### src/hdl/tsir_pkg.sv
package tsir_pkg;

	// Field and register widths.
	localparam int WIN_W       = 10;
	localparam int COEFF_W     = 16;
	localparam int MAXSPD_W    = 14;
	localparam int GAIN_W      = 16;
	localparam int POT_W       = 10;
	localparam int DRIVE_W     = 8;
	localparam int MEAS_W      = 16;
	localparam int TARGET_W    = 14;
	localparam int CFG_DATA_W  = 16;
	localparam int CFG_INDEX_W = 2;

	// Width of the product pot_value * max_speed.
	localparam int TPROD_W = POT_W + MAXSPD_W;

	// Division of that product by 1023 is a multiply by ceil(2^34/1023) and a shift
	// by 34; the result is exact for every product below 2^24.
	localparam int RECIP_W      = 25;
	localparam int TARGET_SHIFT = 34;
	localparam logic [RECIP_W-1:0] TARGET_RECIP = 25'd16793617;

	// Default edge counter width and depth of the queue between front and back.
	localparam int EDGE_COUNT_WIDTH_DEF = 16;
	localparam int QUEUE_DEPTH_DEF      = 2;

	// Register indexes on the configuration port.
	localparam logic [CFG_INDEX_W-1:0] REG_WINDOW_TICKS = 2'd0;
	localparam logic [CFG_INDEX_W-1:0] REG_SPEED_COEFF  = 2'd1;
	localparam logic [CFG_INDEX_W-1:0] REG_MAX_SPEED    = 2'd2;
	localparam logic [CFG_INDEX_W-1:0] REG_GAIN_Q16     = 2'd3;

	// Register reset values.
	localparam logic [WIN_W-1:0]    WINDOW_TICKS_RST = 10'd100;
	localparam logic [COEFF_W-1:0]  SPEED_COEFF_RST  = 16'd7500;
	localparam logic [MAXSPD_W-1:0] MAX_SPEED_RST    = 14'd8000;
	localparam logic [GAIN_W-1:0]   GAIN_Q16_RST     = 16'd1044;

	// Full scale of the potentiometer converter, the divisor of the target speed.
	localparam logic [WIN_W-1:0] POT_FULL_SCALE = 10'd1023;

	// Back end sequencer states.
	typedef enum logic [9:0] {
		ST_IDLE  = 10'b00_0000_0001,
		ST_MUL1  = 10'b00_0000_0010,
		ST_D1GO  = 10'b00_0000_0100,
		ST_D1WT  = 10'b00_0000_1000,
		ST_MUL2  = 10'b00_0001_0000,
		ST_TGT   = 10'b00_0010_0000,
		ST_DIFF  = 10'b00_0100_0000,
		ST_MULG  = 10'b00_1000_0000,
		ST_DRIVE = 10'b01_0000_0000,
		ST_OUT   = 10'b10_0000_0000
	} back_state_t;

endpackage

### src/hdl/tsir_front.sv
module tsir_front #(
	parameter int EDGE_W = tsir_pkg::EDGE_COUNT_WIDTH_DEF
) (
	input  logic                           clk,
	input  logic                           arst_n,
	input  logic                           in_valid,
	output logic                           in_stall,
	input  logic                           sensor_level,
	input  logic                           ms_tick,
	input  logic [tsir_pkg::POT_W-1:0]     pot_value,
	input  logic [tsir_pkg::WIN_W-1:0]     window_ticks,
	input  logic                           queue_full,
	output logic                           push,
	output logic [EDGE_W+tsir_pkg::POT_W-1:0] push_data
);

	logic                       sensor_prev_q;
	logic [EDGE_W-1:0]          edges_q;
	logic [tsir_pkg::WIN_W-1:0] ticks_q;

	logic                       accept;
	logic                       edge_seen;
	logic [EDGE_W-1:0]          edges_nx;
	logic [tsir_pkg::WIN_W-1:0] ticks_nx;
	logic [tsir_pkg::WIN_W-1:0] win;
	logic                       close;

	// Samples are taken every cycle unless the queue to the back end is full.
	assign in_stall = queue_full;
	assign accept   = in_valid & ~queue_full;

	// A window of zero ticks acts as a window of one tick.
	assign win = (window_ticks == '0) ? tsir_pkg::WIN_W'(1) : window_ticks;

	// The edge counts first, saturating; then the tick; then the window check.
	assign edge_seen = sensor_level ^ sensor_prev_q;
	assign edges_nx  = (edge_seen && (edges_q != '1)) ? edges_q + 1'b1 : edges_q;
	assign ticks_nx  = ms_tick ? ticks_q + 1'b1 : ticks_q;
	assign close     = (ticks_nx >= win);

	// A closing beat hands its edge count and pot reading to the back end.
	assign push      = accept & close;
	assign push_data = {edges_nx, pot_value};

	// Sensor history and the two window counters.
	always_ff @(posedge clk or negedge arst_n) begin
		if (!arst_n) begin
			sensor_prev_q <= 1'b0;
			edges_q       <= '0;
			ticks_q       <= '0;
		end else if (accept) begin
			sensor_prev_q <= sensor_level;
			if (close) begin
				edges_q <= '0;
				ticks_q <= '0;
			end else begin
				edges_q <= edges_nx;
				ticks_q <= ticks_nx;
			end
		end
	end

endmodule

### src/hdl/tsir_queue.sv
module tsir_queue #(
	parameter int WIDTH = 26,
	parameter int DEPTH = tsir_pkg::QUEUE_DEPTH_DEF
) (
	input  logic             clk,
	input  logic             arst_n,
	input  logic             push,
	input  logic [WIDTH-1:0] push_data,
	input  logic             pop,
	output logic [WIDTH-1:0] pop_data,
	output logic             full,
	output logic             empty
);

	localparam int PTR_W = (DEPTH > 1) ? $clog2(DEPTH) : 1;
	localparam int CNT_W = $clog2(DEPTH + 1);

	logic [WIDTH-1:0] mem_q [DEPTH];
	logic [PTR_W-1:0] wr_ptr_q;
	logic [PTR_W-1:0] rd_ptr_q;
	logic [CNT_W-1:0] count_q;

	logic do_push;
	logic do_pop;

	assign full     = (count_q == CNT_W'(DEPTH));
	assign empty    = (count_q == '0);
	assign do_push  = push & ~full;
	assign do_pop   = pop & ~empty;
	assign pop_data = mem_q[rd_ptr_q];

	// Entry storage.
	always_ff @(posedge clk) begin
		if (do_push) begin
			mem_q[wr_ptr_q] <= push_data;
		end
	end

	// Pointers and fill count.
	always_ff @(posedge clk or negedge arst_n) begin
		if (!arst_n) begin
			wr_ptr_q <= '0;
			rd_ptr_q <= '0;
			count_q  <= '0;
		end else begin
			if (do_push) begin
				wr_ptr_q <= (wr_ptr_q == PTR_W'(DEPTH - 1)) ? '0 : wr_ptr_q + 1'b1;
			end
			if (do_pop) begin
				rd_ptr_q <= (rd_ptr_q == PTR_W'(DEPTH - 1)) ? '0 : rd_ptr_q + 1'b1;
			end
			if (do_push && !do_pop) begin
				count_q <= count_q + 1'b1;
			end else if (do_pop && !do_push) begin
				count_q <= count_q - 1'b1;
			end
		end
	end

endmodule

### src/hdl/tsir_div.sv
module tsir_div #(
	parameter int DIVIDEND_W = 32
) (
	input  logic                       clk,
	input  logic                       arst_n,
	input  logic                       start,
	input  logic [DIVIDEND_W-1:0]      dividend,
	input  logic [tsir_pkg::WIN_W-1:0] divisor,
	output logic                       done,
	output logic [DIVIDEND_W-1:0]      quotient
);

	localparam int CNT_W = $clog2(DIVIDEND_W + 1);

	logic [DIVIDEND_W-1:0]      acc_q;
	logic [tsir_pkg::WIN_W-1:0] rem_q;
	logic [tsir_pkg::WIN_W-1:0] dsr_q;
	logic [CNT_W-1:0]           cnt_q;
	logic                       busy_q;
	logic                       done_q;

	logic [tsir_pkg::WIN_W:0]   trial;
	logic                       fits;

	// One restoring step: bring down the next dividend bit and try the divisor.
	assign trial = {rem_q, acc_q[DIVIDEND_W-1]};
	assign fits  = (trial >= {1'b0, dsr_q});

	assign done     = done_q;
	assign quotient = acc_q;

	// Datapath: the quotient bits shift in where the dividend bits leave.
	always_ff @(posedge clk) begin
		if (start) begin
			acc_q <= dividend;
			rem_q <= '0;
			dsr_q <= divisor;
		end else if (busy_q) begin
			acc_q <= {acc_q[DIVIDEND_W-2:0], fits};
			rem_q <= fits ? tsir_pkg::WIN_W'(trial - {1'b0, dsr_q})
			              : trial[tsir_pkg::WIN_W-1:0];
		end
	end

	// Step counter; done pulses for one cycle after the last step.
	always_ff @(posedge clk or negedge arst_n) begin
		if (!arst_n) begin
			cnt_q  <= '0;
			busy_q <= 1'b0;
			done_q <= 1'b0;
		end else begin
			done_q <= 1'b0;
			if (start) begin
				cnt_q  <= CNT_W'(DIVIDEND_W);
				busy_q <= 1'b1;
			end else if (busy_q) begin
				cnt_q <= cnt_q - 1'b1;
				if (cnt_q == CNT_W'(1)) begin
					busy_q <= 1'b0;
					done_q <= 1'b1;
				end
			end
		end
	end

endmodule

### src/hdl/tsir_back.sv
module tsir_back #(
	parameter int EDGE_W = tsir_pkg::EDGE_COUNT_WIDTH_DEF
) (
	input  logic                              clk,
	input  logic                              arst_n,
	input  logic                              queue_empty,
	input  logic [EDGE_W+tsir_pkg::POT_W-1:0] pop_data,
	output logic                              pop,
	input  logic [tsir_pkg::WIN_W-1:0]        window_ticks,
	input  logic [tsir_pkg::COEFF_W-1:0]      speed_coeff,
	input  logic [tsir_pkg::MAXSPD_W-1:0]     max_speed,
	input  logic [tsir_pkg::GAIN_W-1:0]       gain_q16,
	output logic                              out_valid,
	input  logic                              out_stall,
	output logic [tsir_pkg::DRIVE_W-1:0]      drive_level,
	output logic [tsir_pkg::MEAS_W-1:0]       measured_rpm,
	output logic [tsir_pkg::TARGET_W-1:0]     target_rpm
);

	localparam int PROD_W = tsir_pkg::COEFF_W + EDGE_W;
	localparam int STEP_W = tsir_pkg::MEAS_W;
	localparam int GPROD_W = STEP_W + tsir_pkg::GAIN_W;
	localparam int RPROD_W = tsir_pkg::TPROD_W + tsir_pkg::RECIP_W;

	tsir_pkg::back_state_t state_q;

	logic [EDGE_W-1:0]             edges_q;
	logic [tsir_pkg::POT_W-1:0]    pot_q;
	logic [PROD_W-1:0]             prod_q;
	logic [tsir_pkg::MEAS_W-1:0]   measured_q;
	logic [tsir_pkg::TARGET_W-1:0] target_q;
	logic [STEP_W-1:0]             diff_q;
	logic                          up_q;
	logic [STEP_W-1:0]             step_q;
	logic [tsir_pkg::DRIVE_W-1:0]  drive_q;
	logic                          out_valid_q;
	logic [tsir_pkg::DRIVE_W-1:0]  out_drive_q;
	logic [tsir_pkg::MEAS_W-1:0]   out_meas_q;
	logic [tsir_pkg::TARGET_W-1:0] out_target_q;

	logic [PROD_W-1:0]             mul_a;
	logic [PROD_W-1:0]             mul_b;
	logic [tsir_pkg::TPROD_W-1:0]  tprod;
	logic [RPROD_W-1:0]            rprod;
	logic [GPROD_W-1:0]            gprod;
	logic [tsir_pkg::MEAS_W-1:0]   target_ext;
	logic [tsir_pkg::WIN_W-1:0]    win;
	logic                          div_start;
	logic                          div_done;
	logic [PROD_W-1:0]             div_quot;
	logic [tsir_pkg::DRIVE_W:0]    drive_up;
	logic [tsir_pkg::DRIVE_W-1:0]  drive_nx;
	logic                          out_free;

	// Products of the multiply steps.
	assign mul_a = PROD_W'(speed_coeff);
	assign mul_b = PROD_W'(edges_q);
	assign tprod = tsir_pkg::TPROD_W'(pot_q) * tsir_pkg::TPROD_W'(max_speed);
	assign gprod = GPROD_W'(diff_q) * GPROD_W'(gain_q16);

	// Target speed: the registered pot product times the reciprocal of 1023.
	assign rprod = RPROD_W'(prod_q[tsir_pkg::TPROD_W-1:0]) * RPROD_W'(tsir_pkg::TARGET_RECIP);

	assign win = (window_ticks == '0) ? tsir_pkg::WIN_W'(1) : window_ticks;
	assign target_ext = tsir_pkg::MEAS_W'(target_q);

	// The divider serves the measured speed quotient.
	assign div_start = (state_q == tsir_pkg::ST_D1GO);

	tsir_div #(
		.DIVIDEND_W (PROD_W)
	) u_div (
		.clk      (clk),
		.arst_n   (arst_n),
		.start    (div_start),
		.dividend (prod_q),
		.divisor  (win),
		.done     (div_done),
		.quotient (div_quot)
	);

	// Drive step toward the target, clamped to the drive range.
	assign drive_up = {1'b0, drive_q} + tsir_pkg::DRIVE_W'(1'b0) + ((step_q > STEP_W'(255))
	                  ? (tsir_pkg::DRIVE_W + 1)'(256) : (tsir_pkg::DRIVE_W + 1)'(step_q));

	always_comb begin
		if (up_q) begin
			drive_nx = drive_up[tsir_pkg::DRIVE_W] ? '1 : drive_up[tsir_pkg::DRIVE_W-1:0];
		end else if (step_q > STEP_W'(drive_q)) begin
			drive_nx = '0;
		end else begin
			drive_nx = drive_q - step_q[tsir_pkg::DRIVE_W-1:0];
		end
	end

	assign pop      = (state_q == tsir_pkg::ST_IDLE) && !queue_empty;
	assign out_free = !out_valid_q || !out_stall;

	assign out_valid    = out_valid_q;
	assign drive_level  = out_drive_q;
	assign measured_rpm = out_meas_q;
	assign target_rpm   = out_target_q;

	// Working registers of the window computation.
	always_ff @(posedge clk) begin
		unique case (state_q)
			tsir_pkg::ST_IDLE: begin
				edges_q <= pop_data[EDGE_W+tsir_pkg::POT_W-1:tsir_pkg::POT_W];
				pot_q   <= pop_data[tsir_pkg::POT_W-1:0];
			end
			tsir_pkg::ST_MUL1: begin
				prod_q <= mul_a * mul_b;
			end
			tsir_pkg::ST_D1WT: begin
				measured_q <= (div_quot > PROD_W'(16'hFFFF)) ? '1
				              : div_quot[tsir_pkg::MEAS_W-1:0];
			end
			tsir_pkg::ST_MUL2: begin
				prod_q <= PROD_W'(tprod);
			end
			tsir_pkg::ST_TGT: begin
				target_q <= rprod[tsir_pkg::TARGET_SHIFT +: tsir_pkg::TARGET_W];
			end
			tsir_pkg::ST_DIFF: begin
				up_q   <= (target_ext > measured_q);
				diff_q <= (target_ext > measured_q) ? target_ext - measured_q
				          : measured_q - target_ext;
			end
			tsir_pkg::ST_MULG: begin
				step_q <= gprod[GPROD_W-1:tsir_pkg::GAIN_W];
			end
			tsir_pkg::ST_OUT: begin
				if (out_free) begin
					out_drive_q  <= drive_q;
					out_meas_q   <= measured_q;
					out_target_q <= target_q;
				end
			end
			default: begin
			end
		endcase
	end

	// Sequencer, drive state and the output beat.
	always_ff @(posedge clk or negedge arst_n) begin
		if (!arst_n) begin
			state_q     <= tsir_pkg::ST_IDLE;
			drive_q     <= '0;
			out_valid_q <= 1'b0;
		end else begin
			// The output beat is raised when a result is ready and dropped once taken.
			if ((state_q == tsir_pkg::ST_OUT) && out_free) begin
				out_valid_q <= 1'b1;
			end else if (!out_stall) begin
				out_valid_q <= 1'b0;
			end
			unique case (state_q)
				tsir_pkg::ST_IDLE: begin
					if (!queue_empty) begin
						state_q <= tsir_pkg::ST_MUL1;
					end
				end
				tsir_pkg::ST_MUL1: state_q <= tsir_pkg::ST_D1GO;
				tsir_pkg::ST_D1GO: state_q <= tsir_pkg::ST_D1WT;
				tsir_pkg::ST_D1WT: begin
					if (div_done) begin
						state_q <= tsir_pkg::ST_MUL2;
					end
				end
				tsir_pkg::ST_MUL2: state_q <= tsir_pkg::ST_TGT;
				tsir_pkg::ST_TGT:  state_q <= tsir_pkg::ST_DIFF;
				tsir_pkg::ST_DIFF: state_q <= tsir_pkg::ST_MULG;
				tsir_pkg::ST_MULG: state_q <= tsir_pkg::ST_DRIVE;
				tsir_pkg::ST_DRIVE: begin
					// Equal speeds give a zero step and leave the drive as it is.
					drive_q <= drive_nx;
					state_q <= tsir_pkg::ST_OUT;
				end
				tsir_pkg::ST_OUT: begin
					if (out_free) begin
						state_q <= tsir_pkg::ST_IDLE;
					end
				end
				default: state_q <= tsir_pkg::ST_IDLE;
			endcase
		end
	end

endmodule

### src/hdl/tacho_speed_integral_regulator_top.sv
// Tachometer speed regulator. Each input beat is one sample (sensor level, millisecond
// tick, potentiometer reading); samples are taken one per cycle and the front end counts
// sensor level changes (saturating) and ticks. When the tick count reaches window_ticks,
// the edge count and pot reading go through a two-entry queue to the back end, which
// computes measured_rpm = floor(speed_coeff*edges/window) saturated at 65535, target_rpm =
// floor(pot*max_speed/1023), steps the drive by floor(|error|*gain_q16/65536) toward the
// target, clamps it to 0..255 and emits one output beat. The back end pops a new window
// only once it has finished the one before; the measured speed comes from a
// one-bit-per-cycle divider and the target speed from one reciprocal multiply.
// Samples are stalled only while the queue is full. Configuration writes take
// effect at once and are meant for idle times.
module tacho_speed_integral_regulator_top #(
	parameter int EDGE_COUNT_WIDTH = tsir_pkg::EDGE_COUNT_WIDTH_DEF
) (
	input  logic                             clk,
	input  logic                             arst_n,
	input  logic                             cfg_we,
	input  logic [tsir_pkg::CFG_INDEX_W-1:0] cfg_index,
	input  logic [tsir_pkg::CFG_DATA_W-1:0]  cfg_data,
	input  logic                             in_valid,
	output logic                             in_stall,
	input  logic                             sensor_level,
	input  logic                             ms_tick,
	input  logic [tsir_pkg::POT_W-1:0]       pot_value,
	output logic                             out_valid,
	input  logic                             out_stall,
	output logic [tsir_pkg::DRIVE_W-1:0]     drive_level,
	output logic [tsir_pkg::MEAS_W-1:0]      measured_rpm,
	output logic [tsir_pkg::TARGET_W-1:0]    target_rpm
);

	localparam int ENTRY_W = EDGE_COUNT_WIDTH + tsir_pkg::POT_W;

	logic [tsir_pkg::WIN_W-1:0]    window_ticks_q;
	logic [tsir_pkg::COEFF_W-1:0]  speed_coeff_q;
	logic [tsir_pkg::MAXSPD_W-1:0] max_speed_q;
	logic [tsir_pkg::GAIN_W-1:0]   gain_q16_q;

	logic               push;
	logic [ENTRY_W-1:0] push_data;
	logic               pop;
	logic [ENTRY_W-1:0] pop_data;
	logic               queue_full;
	logic               queue_empty;

	// Configuration registers; written values are masked to the register width.
	always_ff @(posedge clk or negedge arst_n) begin
		if (!arst_n) begin
			window_ticks_q <= tsir_pkg::WINDOW_TICKS_RST;
			speed_coeff_q  <= tsir_pkg::SPEED_COEFF_RST;
			max_speed_q    <= tsir_pkg::MAX_SPEED_RST;
			gain_q16_q     <= tsir_pkg::GAIN_Q16_RST;
		end else if (cfg_we) begin
			unique case (cfg_index)
				tsir_pkg::REG_WINDOW_TICKS: window_ticks_q <= cfg_data[tsir_pkg::WIN_W-1:0];
				tsir_pkg::REG_SPEED_COEFF:  speed_coeff_q  <= cfg_data[tsir_pkg::COEFF_W-1:0];
				tsir_pkg::REG_MAX_SPEED:    max_speed_q    <= cfg_data[tsir_pkg::MAXSPD_W-1:0];
				tsir_pkg::REG_GAIN_Q16:     gain_q16_q     <= cfg_data[tsir_pkg::GAIN_W-1:0];
				default: begin
				end
			endcase
		end
	end

	// Sample intake and window detection.
	tsir_front #(
		.EDGE_W (EDGE_COUNT_WIDTH)
	) u_front (
		.clk          (clk),
		.arst_n       (arst_n),
		.in_valid     (in_valid),
		.in_stall     (in_stall),
		.sensor_level (sensor_level),
		.ms_tick      (ms_tick),
		.pot_value    (pot_value),
		.window_ticks (window_ticks_q),
		.queue_full   (queue_full),
		.push         (push),
		.push_data    (push_data)
	);

	// Closed windows waiting for the back end.
	tsir_queue #(
		.WIDTH (ENTRY_W),
		.DEPTH (tsir_pkg::QUEUE_DEPTH_DEF)
	) u_queue (
		.clk       (clk),
		.arst_n    (arst_n),
		.push      (push),
		.push_data (push_data),
		.pop       (pop),
		.pop_data  (pop_data),
		.full      (queue_full),
		.empty     (queue_empty)
	);

	// Speed computation and drive regulation.
	tsir_back #(
		.EDGE_W (EDGE_COUNT_WIDTH)
	) u_back (
		.clk          (clk),
		.arst_n       (arst_n),
		.queue_empty  (queue_empty),
		.pop_data     (pop_data),
		.pop          (pop),
		.window_ticks (window_ticks_q),
		.speed_coeff  (speed_coeff_q),
		.max_speed    (max_speed_q),
		.gain_q16     (gain_q16_q),
		.out_valid    (out_valid),
		.out_stall    (out_stall),
		.drive_level  (drive_level),
		.measured_rpm (measured_rpm),
		.target_rpm   (target_rpm)
	);

endmodule

### config.mk
export PLATFORM = sky130hd
export DESIGN_NAME = tacho_speed_integral_regulator_top
export DESIGN_NICKNAME = d
export VERILOG_FILES = /design/src/hdl/tsir_pkg.sv /design/src/hdl/tsir_front.sv /design/src/hdl/tsir_queue.sv /design/src/hdl/tsir_div.sv /design/src/hdl/tsir_back.sv /design/src/hdl/tacho_speed_integral_regulator_top.sv
export SDC_FILE = /design/constraint.sdc
export NUM_CORES = 2
export LEC_CHECK = 0
export ABC_AREA = 1
export BUFFER_PORTS_ARGS = -buffer_cell sky130_fd_sc_hd__clkbuf_2
export CORE_MARGIN = 2
export CORE_UTILIZATION = 60
export DETAILED_ROUTE_END_ITERATION = 8
export HOLD_SLACK_MARGIN = 0.08
export PLACE_DENSITY = 0.77
export SLEW_MARGIN = 20
export SYNTH_ARGS = -nofsm -noshare
export SYNTH_HDL_FRONTEND = slang
export SYNTH_SLANG_ARGS = --single-unit
### constraint.sdc
create_clock -name clk -period 6.3 [get_ports clk]
set_input_delay 0.315 -clock clk [delete_from_list [all_inputs] [get_ports clk]]
set_output_delay 0.315 -clock clk [all_outputs]
set_load 0.05 [all_outputs]
Word level (Yosys, flattened, before mapping)
Memory sizes are Yosys's and may differ from the RTL's. A register that Yosys moved wholly into a read port is not among the register bits.
Index checks and enable logic that the tools add are counted.
Widths: inputs -> output; s select.

storage, ports and cells
  register bits after elaboration = 299
  bits in writable memories = 52
  output and inout bits = 40
  memories = 1

operators by class
  add/subtract/negate cells = 12
  $mul = 4
  magnitude comparators = 6
  equality and inequality tests = 20
  multiplexer cells = 34
  bitwise operators = 7
  reduce and logical (&&, ||, !) cells = 23

memory list
  memory         words  bits a word  rd ports  clocked after memory_dff  wr ports  RTL line          source
  u_queue.mem_q  2      26           1         1                         1         tsir_queue.sv:18  logic [WIDTH-1:0] mem_q [DEPTH];

operator list
  kind                    number
  $pmux 10 s10            1
  $mux 10                 7
  $mul 16x16->32          2
  $mux 32                 2
  $pmux 32 s2             1
  $mul 24x25->48 const B  1
  $mux 16                 3
  $gt 32x16->1 const B    1
  $mul 10x14->24          1
  $mux 8                  3
  $add 16x1->16 const B   1
  $gt 14x16->1            1
  $gt 16x8->1             1
  $gt 16x8->1 const B     1
  $ne 16x16->1 const B    1
  $sub 14x16->16          1
  $sub 16x14->16          1
  $mux 1                  12
  $mux 6                  2
  $ge 11x10->1            1
  $add 10x1->10 const B   1
  $eq 10x1->1 const B     1
  $eq 10x10->1 const B    1
  $eq 10x2->1 const B     1
  33 further kinds        58

Logic depth before layout (Yosys ltp)
  word-level depth = 9
  mapped depth = 26
  gate-level depth less buffers = 24

Hierarchy
A second synthesis with hierarchy kept.

second synthesis, totals
  cells, all modules = 5842
  area, all modules = 45867.7 sq um

by module, submodules not included
  module                              times used  cells each  area each (sq um)
  tsir_back                           1           4710        35944.5
  tsir_div                            1           364         3065.4
  tacho_speed_integral_regulator_top  1           252         2467.4
  tsir_front                          1           349         2252.2
  tsir_queue                          1           167         2138.3

Least setup slack after synthesis
No wires, ideal clock.

  path kind = register to register
  start = register speed_coeff_q[10] (netlist name)
  end = register u_back.prod_q[29], data pin
  arrival time = 5.333 ns
  setup slack = 0.716 ns
  stages on the path, launching flop included = 22
  clock period less this slack = 5.584 ns
  cell sequence = dfstp_2 clkbuf_1 clkbuf_1 nand2_1 fa_1 fa_1 fa_1 fa_1 inv_1 fa_1 inv_1 fa_1 inv_1 ha_1 nand2_1 nor2_1 nand3_1 nand3_1 nand2_1 nand3_1 and2_1 nor2_1

between the ends
  cells in the longest elaborated chain, start to end = 2

ends and longest elaborated chain
  item                    RTL line                                  source
  start, declared         tacho_speed_integral_regulator_top.sv:35  logic [tsir_pkg::COEFF_W-1:0] speed_coeff_q;
  start signal, assigned  tacho_speed_integral_regulator_top.sv:50  speed_coeff_q <= tsir_pkg::SPEED_COEFF_RST;
  start signal, assigned  tacho_speed_integral_regulator_top.sv:56  tsir_pkg::REG_SPEED_COEFF: speed_coeff_q <= cfg_data[tsir_pkg::COEFF_W-1:0];
  $mul 16x16->32          tsir_back.sv:112                          prod_q <= mul_a * mul_b;
  $pmux 32 s2             tsir_back.sv:106                          unique case (state_q)
  end signal, assigned    tsir_back.sv:112
  end signal, assigned    tsir_back.sv:119                          prod_q <= PROD_W'(tprod);
  end, declared           tsir_back.sv:29                           logic [PROD_W-1:0] prod_q;

Every way passes these cells.
A chain may end at the register's enable or synchronous reset.

Worst setup path in the final report
  start = register u_back.edges_q[13]
  end = register u_back.prod_q[23], data pin

between the ends
  cells in the longest elaborated chain, start to end = 2

ends and longest elaborated chain
  item                    RTL line          source
  start, declared         tsir_back.sv:27   logic [EDGE_W-1:0] edges_q;
  start signal, assigned  tsir_back.sv:108  edges_q <= pop_data[EDGE_W+tsir_pkg::POT_W-1:tsir_pkg::POT_W];
  $mul 16x16->32          tsir_back.sv:112
  $pmux 32 s2             tsir_back.sv:106

Every way passes these cells.

==> metrics.cfg <==
[die]
fp.dieW_um=281
core_um2=76100
design.die.area_um2=79200
io_pins=75
num_rows=101
initial_core_util_pct=60.7
die_h_um=281

[final_layout]
fillers=6651
multi_input_area_um2=29300
largest_register=u_queue.mem_q
largest_reg_flops=52
drive_gt1_share_pct=4.54
final_common_cell=nand2_1
final_cells=7095
area_growth_pct=6.13
regArea_um2=10700
mostFrequentLayoutCells=1889 x nand2_1, 1434 x inv_1, 502 x fa_1, 480 x ha_1, 283 x nor2_1
layout.nets=7045

[grt]
first_global_vias=37750
grt_max_degree=67
track_usage_pct=30.3
grt_pass1_wl_um=191000
antenna_found_initial=6
grt-ovfl-total=0

[route]
routed_wl_um=117000
post_drt_wl_per_cell_um=16.5
num_vias=37686
viasPerCell=5.31
drtIter0Drc=2908
antenna_left=0
drt-pass1-iter-count=8
drc=0

[setup_path]
cp-startpoint=u_back.edges_q[13]$_DFFE_PP_
start_kind=register
worstPathMaxFanout=16
rr_endpoint=u_back.prod_q[23]$_DFFE_PP_
r2r_slack_ps=310
required_ps=6610
cp-endpoint=u_back.prod_q[23]$_DFFE_PP_
crit_arrival_ps=6300
rr_startpoint=u_back.edges_q[13]$_DFFE_PP_
path_class=reg2reg
end_kind=register
r2r_cells=20

[sta]
final-hold-violation-count=0
setup-violations-final=0
final-max-slew-violation-count=0
maxSlewHeadroom_pct=34.8
fin_worst_skew_ps=35.5
fmax_ghz=0.167
period_minus_slack_ps=5990
post-route-period-util_pct=95.0
worst_slew_pin_slew_ps=978
grt_setup_unrepaired=false
tns_ps=0

[clocking]
clk_latency_ps=600
path_clk_slew_ps=70
cts_sinks=377
cts_root_buf=clkbuf_16
cts_htree_levels=2
cts_tree=done
cts_buffers=43
clockBufferDepth=3

[yosys]
syn_nets=7071
synthesis.instances=6054
synth_cell_types=54
synth_top_cell_by_area=fa_1
yosysSeqAreaShare_pct=23.1
synthTopCellsByArea=fa_1 22%, edfxtp_1 16%, nand2_1 15%
syn_area_per_cell_um2=7.63
synth_top_area_share_pct=21.8
syn-cell-area_um2=46200
yosysWarnings=0
ys_ff_latch=377

[run]
max_cap_violations=0

[place]
dpl.hpwl_um=94700
dp_cells=6988
port_buffers=74
place_congestion=1.01

[hold_path]
min_path_type=in2reg

[status]
status=complete, no violations

-- worst min path at each step --
| stage | from | to | slack (ps) | depth (start not counted) |
|---|---|---|---|---|
| floorplan | arst_n | gain_q16_q[0]$_DFFE_PN0P_ | 20 | 0 |
| global placement | window_ticks_q[1]$_DFFE_PN0P_ | u_back.u_div.dsr_q[1]$_DFFE_PP_ | 470 | 0 |
| detailed placement | u_back.target_q[11]$_DFFE_PP_ | u_back.target_rpm[11]$_DFFE_PP_ | 470 | 0 |
| CTS | ms_tick | u_front.ticks_q[0]$_DFFE_PN0P_ | 170 | 3 |
| global route | cfg_data[2] | speed_coeff_q[2]$_DFFE_PN1P_ | 220 | 3 |
| finish | cfg_data[12] | gain_q16_q[12]$_DFFE_PN0P_ | 190 | 3 |
-- cell families after synthesis --
family          after synthesis  share of synthesized area [%]
fa+ha+maj                   982                           34.8
xor+xnor                     65                           1.23
compound gates              401                           4.65
flops                       377                           23.1
simple gates               2578                           22.6
buf+inv                    1651                           13.6
-- per-stage QoR --
stage	util, %	cell area [µm²]	hold WS [ps]	setup slack [ps]
floorplan	-	46200	19.4	716
global placement	62.2	47300	469	408
detailed placement	62.2	47300	472	336
CTS	64.2	48900	167	288
global route	64.4	49000	218	6.23
finish	64.4	49000	188	314
-- what timing repair did --
action                                  CTS  global route
hold buffers                             15             0
hold endpoints to repair                 80             0
endpoints found under the setup margin    0             5
resized for setup                         0             2
setup buffers                             0             9
-- cell usage after synthesis (all sizes together) --
cell type  number
a21boi          3
a21o            7
a21oi         166
a31o            1
a31oi           3
and2            7
buf            22
clkbuf        183
clkinv          2
dfrtp          94
dfstp          20
dfxtp          10
edfxtp        253
fa            502
ha            480
inv          1444
nand2        1907
nand2b          1
nand3         231
nand3b         26
nand4          42
nor2          295
nor3           49
nor3b           4
nor4           11
o211ai          1
o21a            5
o21ai         187
o21bai         24
o22ai           4
or2             5
xnor2          16
xor2           49
-- final cells by class --
type                       instances  area share, %
antenna                            4         0.0204
clock buffer                      53           2.31
clock inverter                    25          0.597
inverter                        1446           11.1
multi-input combinational       4026           59.7
sequential                       377           21.8
tap                             1030           2.63
timing repair buffer             134           1.86
-- critical path, stage by stage, from the launching register on --
cell	delay, ps
edfxtp_1	880
nand2_1	190
fa_1	530
fa_1	490
inv_1	50
fa_1	560
fa_1	450
fa_1	500
inv_1	50
fa_1	470
inv_1	40
ha_1	370
nand2_1	130
nor2_1	180
inv_1	100
nor2_1	170
nand4_1	150
nand3_1	120
nand2_1	60
nand3_1	140
nand2_1	70
-- per-layer routing --
metal,vias to the layer above,GRT usage [%],routed length (µm)
met4,10,11.6,4870
met3,246,4.44,8390
met5,-,0,69
met2,1288,52.5,56800
li1,18118,-,-
met1,18024,38.4,47000
Power is left out: the tool's default activity adds up to more than one toggle a clock period on the data nets, which glitch-free logic cannot reach.
